<file path="src/hw/rtl/mpq_pkg.sv">
// Shared types and constants for the minimum priority queue.
package mpq_pkg;

	localparam int VALUE_W     = 32;
	localparam int OP_W        = 2;
	localparam int STATUS_W    = 2;
	localparam int COUNT_OUT_W = 5;

	localparam logic signed [VALUE_W-1:0] EMPTY_ANSWER = -32'sd1;

	typedef enum logic [OP_W-1:0] {
		OP_ENQUEUE = 2'd0,
		OP_DEQUEUE = 2'd1,
		OP_PEEK    = 2'd2
	} op_t;

	typedef enum logic [STATUS_W-1:0] {
		ST_OK    = 2'd0,
		ST_EMPTY = 2'd1,
		ST_FULL  = 2'd2
	} status_t;

	typedef enum logic {
		S_IDLE = 1'b0,
		S_EXEC = 1'b1
	} state_t;

	typedef struct packed {
		logic capture;
		logic execute;
	} ctl_cmd_t;

endpackage

</file>
<file path="src/hw/rtl/min_priority_queue_unit.sv">
// Top level of the bounded sorted minimum priority queue.
// Holds up to DEPTH signed 32-bit values in ascending order in a row of
// compare-and-shift cells; enqueue places a value after equal ones, dequeue
// and peek return the head. Each request word is first captured; then the
// cell row inserts or shifts and loads the result register. The next request
// is taken right after that, while the previous response word may still wait
// for the downstream side; an execute waits only while a response word is
// stalled. Dequeue or peek on an empty queue answers -1 with empty status;
// enqueue on a full queue is dropped with full status. count_after carries
// the low five bits of the entry count.
module min_priority_queue_unit #(
	parameter int DEPTH = 16
) (
	input  logic                                  clk,
	input  logic                                  arst_n,
	input  logic                                  req_valid,
	output logic                                  req_stall,
	input  logic [mpq_pkg::OP_W-1:0]              operation,
	input  logic signed [mpq_pkg::VALUE_W-1:0]    value,
	output logic                                  rsp_valid,
	input  logic                                  rsp_stall,
	output logic signed [mpq_pkg::VALUE_W-1:0]    result_value,
	output logic [mpq_pkg::STATUS_W-1:0]          status,
	output logic [mpq_pkg::COUNT_OUT_W-1:0]       count_after,
	output logic                                  is_empty
);

	mpq_pkg::ctl_cmd_t cmd;

	mpq_ctrl u_ctrl (
		.clk       (clk),
		.arst_n    (arst_n),
		.req_valid (req_valid),
		.req_stall (req_stall),
		.rsp_valid (rsp_valid),
		.rsp_stall (rsp_stall),
		.cmd       (cmd)
	);

	mpq_datapath #(
		.DEPTH (DEPTH)
	) u_dp (
		.clk          (clk),
		.arst_n       (arst_n),
		.cmd          (cmd),
		.operation    (operation),
		.value        (value),
		.result_value (result_value),
		.status       (status),
		.count_after  (count_after),
		.is_empty     (is_empty)
	);

endmodule

</file>
<file path="src/hw/rtl/mpq_ctrl.sv">
// Controller: request capture, execute sequencing and response valid.
module mpq_ctrl (
	input  logic              clk,
	input  logic              arst_n,
	input  logic              req_valid,
	output logic              req_stall,
	output logic              rsp_valid,
	input  logic              rsp_stall,
	output mpq_pkg::ctl_cmd_t cmd
);

	mpq_pkg::state_t state_q, state_d;
	logic            rsp_valid_q;

	always_ff @(posedge clk or negedge arst_n) begin
		if (!arst_n) begin
			state_q     <= mpq_pkg::S_IDLE;
			rsp_valid_q <= 1'b0;
		end else begin
			state_q <= state_d;
			if (cmd.execute) begin
				rsp_valid_q <= 1'b1;
			end else if (rsp_valid_q && !rsp_stall) begin
				rsp_valid_q <= 1'b0;
			end
		end
	end

	always_comb begin
		state_d     = state_q;
		req_stall   = 1'b1;
		cmd.capture = 1'b0;
		cmd.execute = 1'b0;
		case (state_q)
			mpq_pkg::S_IDLE: begin
				req_stall = 1'b0;
				if (req_valid) begin
					cmd.capture = 1'b1;
					state_d     = mpq_pkg::S_EXEC;
				end
			end
			mpq_pkg::S_EXEC: begin
				// output slot must be free before the result register is reloaded
				if (!rsp_valid_q || !rsp_stall) begin
					cmd.execute = 1'b1;
					state_d     = mpq_pkg::S_IDLE;
				end
			end
			default: begin
				state_d = mpq_pkg::S_IDLE;
			end
		endcase
	end

	assign rsp_valid = rsp_valid_q;

endmodule

</file>
<file path="src/hw/rtl/mpq_datapath.sv">
// Datapath: row of sorted compare-and-shift cells, entry count and result register.
module mpq_datapath #(
	parameter int DEPTH = 16
) (
	input  logic                                  clk,
	input  logic                                  arst_n,
	input  mpq_pkg::ctl_cmd_t                     cmd,
	input  logic [mpq_pkg::OP_W-1:0]              operation,
	input  logic signed [mpq_pkg::VALUE_W-1:0]    value,
	output logic signed [mpq_pkg::VALUE_W-1:0]    result_value,
	output logic [mpq_pkg::STATUS_W-1:0]          status,
	output logic [mpq_pkg::COUNT_OUT_W-1:0]       count_after,
	output logic                                  is_empty
);

	localparam int CW = $clog2(DEPTH + 1);

	logic [mpq_pkg::OP_W-1:0]           op_q;
	logic signed [mpq_pkg::VALUE_W-1:0] value_q;
	logic [CW-1:0]                      count_q;
	logic signed [mpq_pkg::VALUE_W-1:0] entry_q [DEPTH];

	logic [DEPTH-1:0]                   ins;
	logic signed [mpq_pkg::VALUE_W-1:0] ins_data [DEPTH];
	logic signed [mpq_pkg::VALUE_W-1:0] deq_data [DEPTH];
	logic                               full, empty;
	logic                               do_insert, do_remove;
	logic [CW-1:0]                      count_d;
	logic signed [mpq_pkg::VALUE_W-1:0] res_d;
	logic [mpq_pkg::STATUS_W-1:0]       status_d;

	assign full  = (count_q == CW'(DEPTH));
	assign empty = (count_q == '0);

	// ins[i]: cell i is at or past the insertion point (holds a larger value or is unused)
	always_comb begin
		for (int i = 0; i < DEPTH; i++) begin
			ins[i] = (CW'(i) >= count_q) || (entry_q[i] > value_q);
		end
		ins_data[0] = ins[0] ? value_q : entry_q[0];
		for (int i = 1; i < DEPTH; i++) begin
			if (!ins[i]) begin
				ins_data[i] = entry_q[i];
			end else if (!ins[i-1]) begin
				ins_data[i] = value_q;
			end else begin
				ins_data[i] = entry_q[i-1];
			end
		end
		for (int i = 0; i < DEPTH - 1; i++) begin
			deq_data[i] = entry_q[i+1];
		end
		deq_data[DEPTH-1] = entry_q[DEPTH-1];
	end

	always_comb begin
		do_insert = 1'b0;
		do_remove = 1'b0;
		count_d   = count_q;
		res_d     = '0;
		status_d  = mpq_pkg::ST_OK;
		case (op_q)
			mpq_pkg::OP_ENQUEUE: begin
				if (full) begin
					status_d = mpq_pkg::ST_FULL;
				end else begin
					do_insert = 1'b1;
					count_d   = count_q + CW'(1);
				end
			end
			mpq_pkg::OP_DEQUEUE, mpq_pkg::OP_PEEK: begin
				if (empty) begin
					res_d    = mpq_pkg::EMPTY_ANSWER;
					status_d = mpq_pkg::ST_EMPTY;
				end else begin
					res_d = entry_q[0];
					if (op_q == mpq_pkg::OP_DEQUEUE) begin
						do_remove = 1'b1;
						count_d   = count_q - CW'(1);
					end
				end
			end
			default: begin
				res_d = '0;
			end
		endcase
	end

	always_ff @(posedge clk or negedge arst_n) begin
		if (!arst_n) begin
			count_q <= '0;
		end else if (cmd.execute) begin
			count_q <= count_d;
		end
	end

	always_ff @(posedge clk) begin
		if (cmd.capture) begin
			op_q    <= operation;
			value_q <= value;
		end
		if (cmd.execute) begin
			result_value <= res_d;
			status       <= status_d;
			count_after  <= mpq_pkg::COUNT_OUT_W'(count_d);
			is_empty     <= (count_d == '0);
			for (int i = 0; i < DEPTH; i++) begin
				if (do_insert) begin
					entry_q[i] <= ins_data[i];
				end else if (do_remove) begin
					entry_q[i] <= deq_data[i];
				end
			end
		end
	end

endmodule

</file>
<file path="config.mk">
export PLATFORM = sky130hd
export DESIGN_NAME = min_priority_queue_unit
export DESIGN_NICKNAME = d
export VERILOG_FILES = /design/src/hw/rtl/mpq_pkg.sv /design/src/hw/rtl/min_priority_queue_unit.sv /design/src/hw/rtl/mpq_ctrl.sv /design/src/hw/rtl/mpq_datapath.sv
export SDC_FILE = /design/constraint.sdc
export NUM_CORES = 2
export LEC_CHECK = 0
export BUFFER_PORTS_ARGS = -buffer_cell sky130_fd_sc_hd__buf_2
export CAP_MARGIN = 5
export CORE_MARGIN = 10
export CORE_UTILIZATION = 60
export DETAILED_ROUTE_END_ITERATION = 12
export PLACE_DENSITY = 0.77
export SYNTH_ARGS = -nofsm -noshare
export SYNTH_HDL_FRONTEND = slang
export SYNTH_SLANG_ARGS = --single-unit
</file>
<file path="constraint.sdc">
create_clock -name clk -period 8.9 [get_ports clk]
set_input_delay 0.89 -clock clk [delete_from_list [all_inputs] [get_ports clk]]
set_output_delay 0.89 -clock clk [all_outputs]
set_load 0.005 [all_outputs]
</file>
Word-level counts from Yosys, hierarchy flattened --
Memory sizes are Yosys's and may differ from the RTL's. Index checks and enable logic that the tools add are counted.
Storage, ports and cells: RAM bits 512, bits of input ports 38, word-level logic and storage cells 165, output and inout port bits 42, memories kept 1, register bits 81
Operators by class: bitwise operators 17, magnitude comparators 32, reduce and logical (&&, ||, !) cells 25, equality and inequality tests 3, $add $sub $neg 2, muxes and demuxes 76
Memories:
- u_dp.entry_q | depth 16, width 32, rd ports 16, clocked after Yosys merged registers in 0, wr ports 16, line mpq_datapath.sv:21 | logic signed [mpq_pkg::VALUE_W-1:0] entry_q [DEPTH];
Operators with widths (number):
- $mux W32 | 48
- $gt A32 B32 Y1 | 16
- $ge A4 B5 Y1 const A | 8
- $mux W1 | 21
- $ge A3 B5 Y1 const A | 4
- $logic_or A1 B1 Y1 | 17
- $or A1 B1 Y1 | 16
- $mux W5 | 3
- $ge A1 B5 Y1 const A | 2
- $ge A2 B5 Y1 const A | 2
- $logic_not A5 Y1 | 2
- $pmux W5 S2 | 1
- $add A5 B1 Y5 const B | 1
- $eq A5 B5 Y1 const B | 1
- $sub A5 B1 Y5 const B | 1
- $pmux W2 S2 | 1
- $eq A2 B1 Y1 const B | 1
- $eq A2 B2 Y1 const B | 1
- $logic_not A1 Y1 | 2
- $logic_not A2 Y1 | 1
- $mux W2 | 1
- $pmux W1 S2 | 1
- $reduce_bool A2 Y1 | 1
- $reduce_or A2 Y1 | 1
- other kinds (2) | 2

Longest topological paths before layout --
word-level depth 9, mapped depth 13, depth with buffers taken out 10

By module --
From an unflattened synthesis, not the netlist that was laid out.
Unflattened totals: cells, all modules 3792, area total of the unflattened synthesis 40073.4 um^2
By module, submodules not included:
- mpq_datapath | cells an instance 3786, times used 1, seq. area each 17722.0 um^2, area an instance 39989.6 um^2
- mpq_ctrl | cells an instance 6, times used 1, seq. area each 50.0 um^2, area an instance 83.8 um^2

Worst setup path before layout --
Ideal clock, no wire load.
path type flip-flop to flip-flop, start point reg, netlist name u_dp.value_q[31], end point mem u_dp.entry_q[1][224] (netlist name) (enable), path buffers 1, path slack 2.727 ns, arrival 5.671 ns, cell stages (with the launch flop) 11, required time 8.399 ns, library setup time 0.501 ns, cell sequence edfxtp_1 clkbuf_1 inv_1 ha_1 nand4_1 or2_2 or4_1 nor2_1 a221oi_1 mux2i_1 nor4_1
RTL lines (line):
- end: declaration | mpq_datapath.sv:21

==> out/results.txt <==
post-synth top area cell -> edfxtp_1
GRT Util Overall -> 0.291
Post-synth EDFFs -> 586
Sw Share -> 0.391
DR iter-0 viols -> 3,281
Critical Path AT -> 5.55 ns
syn_nets -> 4,374
clock sink count -> 593
Reg power frac -> 0.372
Final setup violation count -> 0
met2 Track Usage GR -> 0.471
total number of vias -> 31,600
post-synth top area share -> 0.433
largest net degree at the start of global routing -> 254
Max IR drop VDD -> 0.201 mV
total wire length -> 116 mm
Clock Skews -> 0.0203 ns
Nets -> 4,396
hold slack -> 0.174 ns
critical path class -> flop to flop
Leakage -> 18.7 nW
Synth async-reset ratio -> 0.0118
Die Y -> 280 µm
Clk network pwr share -> 0.214
worst hold-check path type -> input port to async pin
RSZ-0062 raised after global routing -> no
worst-path maximum fanout -> 34
first-pass GRT wire length -> 180 mm
core area -> 67,200 µm²
number of cell rows -> 95
CTS Hold Bufs -> 0
total power -> 12.8 mW
share of cells above drive strength 1 -> 0.0985
CTS H-tree lvls -> 3
Max Clk Rate -> 190 MHz
Reg clk slew, reported paths -> 0.06 ns
Post-Syn Area -> 40,600 µm²
switching pwr -> 5.02 mW
CP Launch Type -> flop
top cells by area, synth -> edfxtp_1 43%, ha_1 16%, mux2i_1 10%
WL per Instance -> 24.3 µm
Area growth syn-to-layout -> 8.06%
Fin. Hold Viols -> 0
antenna violations before repair -> 3
Post-route DRC -> 0
Storage cell area -> 17,800 µm²
CP max-delay cell -> edfxtp_1
CTS max path bufs -> 3
minimum clock period -> 5.27 ns
setup TNS -> 0 ns
Pre-antenna DRT Iters -> 6
worst stage delay on the critical path -> 0.83 ns
GR peak layer -> met2
Comb pwr share -> 0.413
multi-input gate area in the final layout -> 21,600 µm²
CP Cell Sequence -> inv_1 > buf_4 > ha_1 > nand4_1 > nor4_1 > o2111ai_1 > o211ai_4 > buf_4 > nor2_1 > nor2_2 > buf_4
fin cells -> 4,761
Worst Tran Pin Value -> 1.30 ns
sequential area share after synthesis -> 0.438
CTS tree -> yes
Gate Count Post-Synth -> 3,816
commonest non-fill, non-tap cell in the layout -> edfxtp_1
mean post-synth cell area -> 10.6 µm²
grt met3 use -> 0.0440
Max-slew headroom -> 0.124
DP Cell Count -> 4,640
die area -> 78,500 µm²
Critical Path End Type -> flop
Antenna Nets Post-Route -> 0
critical path required time -> 9.18 ns
cts repair resizes -> 0
Max-cap violations -> 0
Final Cycle Share -> 0.592
DP Wirelength -> 82.5 mm
Filler Cell Count -> 5,212
max-slew violations -> 0
clock latency on the worst-skew pair -> 0.61 ns
Top Ports -> 80
Pint -> 7.81 mW
Post-CTS Setup Bufs -> 0
most frequent cell on the critical path -> buf_4
Starting Density -> 0.605
commonest cells after routing, fill and taps aside -> 586 x edfxtp_1, 543 x nand2_1, 520 x ha_1
most used flip-flop cell after synthesis -> edfxtp_1
vias in the first global route -> 31,200
GR Layer Usage met1 -> 0.396
Port Buf Inserts -> 79
Top Family by Delay on Critical Path -> simple AND/OR/NAND/NOR gates
fin util -> 0.654
die width -> 280 µm
post-synth cell types -> 71
Yosys Warn Count -> 0
Root Buffer -> clkbuf_16
PwrDens -> 292 nW/µm²
#FFs+latches synth -> 593
Crit path buffers/inverters -> 4
global route overflow -> 0
outcome -> completed
routability congestion estimate -> 0.933
clock buffer count from CTS -> 68
routed vias/inst -> 6.64
## cell families (layout without fill, tap and decap cells)
kind of cell | count (synthesis) | after routing | share of synthesized area
adder cells (fa/ha/maj) | 520 | 520 | 0.160
XOR/XNOR | 1 | 1 | 0.000216
multiplexers | 436 | 436 | 0.111
buffers and inverters | 285 | 356 | 0.0353
other | 0 | 1 | 0
AO/OA/AOI/OAI | 1001 | 1001 | 0.147
AND/OR/NAND/NOR | 980 | 980 | 0.108
flip-flops | 593 | 593 | 0.438
## synth_stat cells (6+ instances only)
cell / count
a211oi_1: 16
nor2b_1: 22
a21boi_0: 23
edfxtp_1: 586
buf_6: 6
nor2_1: 113
mux2i_1: 404
nand2_1: 543
o221ai_1: 15
buf_1: 8
mux2_4: 30
a21o_1: 32
a2111o_1: 6
buf_2: 66
o2111ai_1: 7
nor3_1: 16
o31a_1: 10
buf_4: 50
o21ai_0: 409
nor4_1: 23
a31oi_1: 16
a21oi_1: 221
o21a_1: 45
a2111oi_0: 7
o21ai_1: 77
clkbuf_1: 77
inv_1: 75
nand4_1: 111
ha_1: 520
o211ai_1: 17
nand3_1: 112
dfrtp_1: 7
a21oi_2: 54
o211ai_2: 8
## registers in the layout (all words and copies together), names as in the netlist
| register | cells |
|---|---|
| u_dp.count_q | 5 |
| u_dp.is_empty | 1 |
| u_dp.value_q | 32 |
| u_dp.op_q | 2 |
| u_dp.entry_q | 512 |
| u_ctrl.state_q | 1 |
| u_dp.result_value | 32 |
| u_dp.status | 2 |
| u_ctrl.rsp_valid | 1 |
| u_dp.count_after | 5 |
## power by group through the flow
stage               Clock, mW  Sequential (mW)  Combinational (mW)
detailed placement          0             4.80                5.17
global placement            0             4.79                5.01
finish                   2.75             4.78                5.30
CTS                      2.77             4.75                5.21
floorplan                   0             4.56                3.81
global route             2.87             4.83                5.83
## per-stage QoR
step | instance area (µm²) | worst slack (ns)
6_report | 43900 | 3.63
5_1_grt | 43900 | 3.42
3_3_place_gp | 41800 | 3.90
2_1_floorplan | 40600 | 2.73
3_5_place_dp | 41800 | 3.80
4_1_cts | 43900 | 3.82
## layout make-up
cell class,instances,share of cell area
inverter,75,0.00641
sequential,593,0.405
multi-input combinational,2938,0.492
timing repair buffer,162,0.0239
tap,873,0.0249
clock buffer,90,0.0431
clock inverter,29,0.00462
antenna,1,0.0000570
## layer usage
layer	part of all wire	routed length, µm
met5	0.00011	13
met1	0.42	48900
met3	0.079	9180
met2	0.47	54000
met4	0.030	3430
## worst paths after layout
check	endpoint	slack (ns)	depth (start not counted)	start
setup / recovery	u_dp.entry_q[0][107]$_DFFE_PP_	3.63	11	u_dp.value_q[20]$_DFFE_PP_
hold / removal	u_dp.count_q[1]$_DFFE_PN0P_	0.17	1	arst_n
setup reg to reg	u_dp.entry_q[0][107]$_DFFE_PP_	3.63	11	u_dp.value_q[20]$_DFFE_PP_
hold reg to reg	u_ctrl.rsp_valid$_DFFE_PN0P_	0.52	2	u_ctrl.rsp_valid$_DFFE_PN0P_
max in group asynchronous	u_ctrl.rsp_valid$_DFFE_PN0P_	8.48	1	arst_n
min in group clk	u_dp.value_q[15]$_DFFE_PP_	0.45	1	value[15]
No activity file was read; power rests on OpenSTA's default activity.
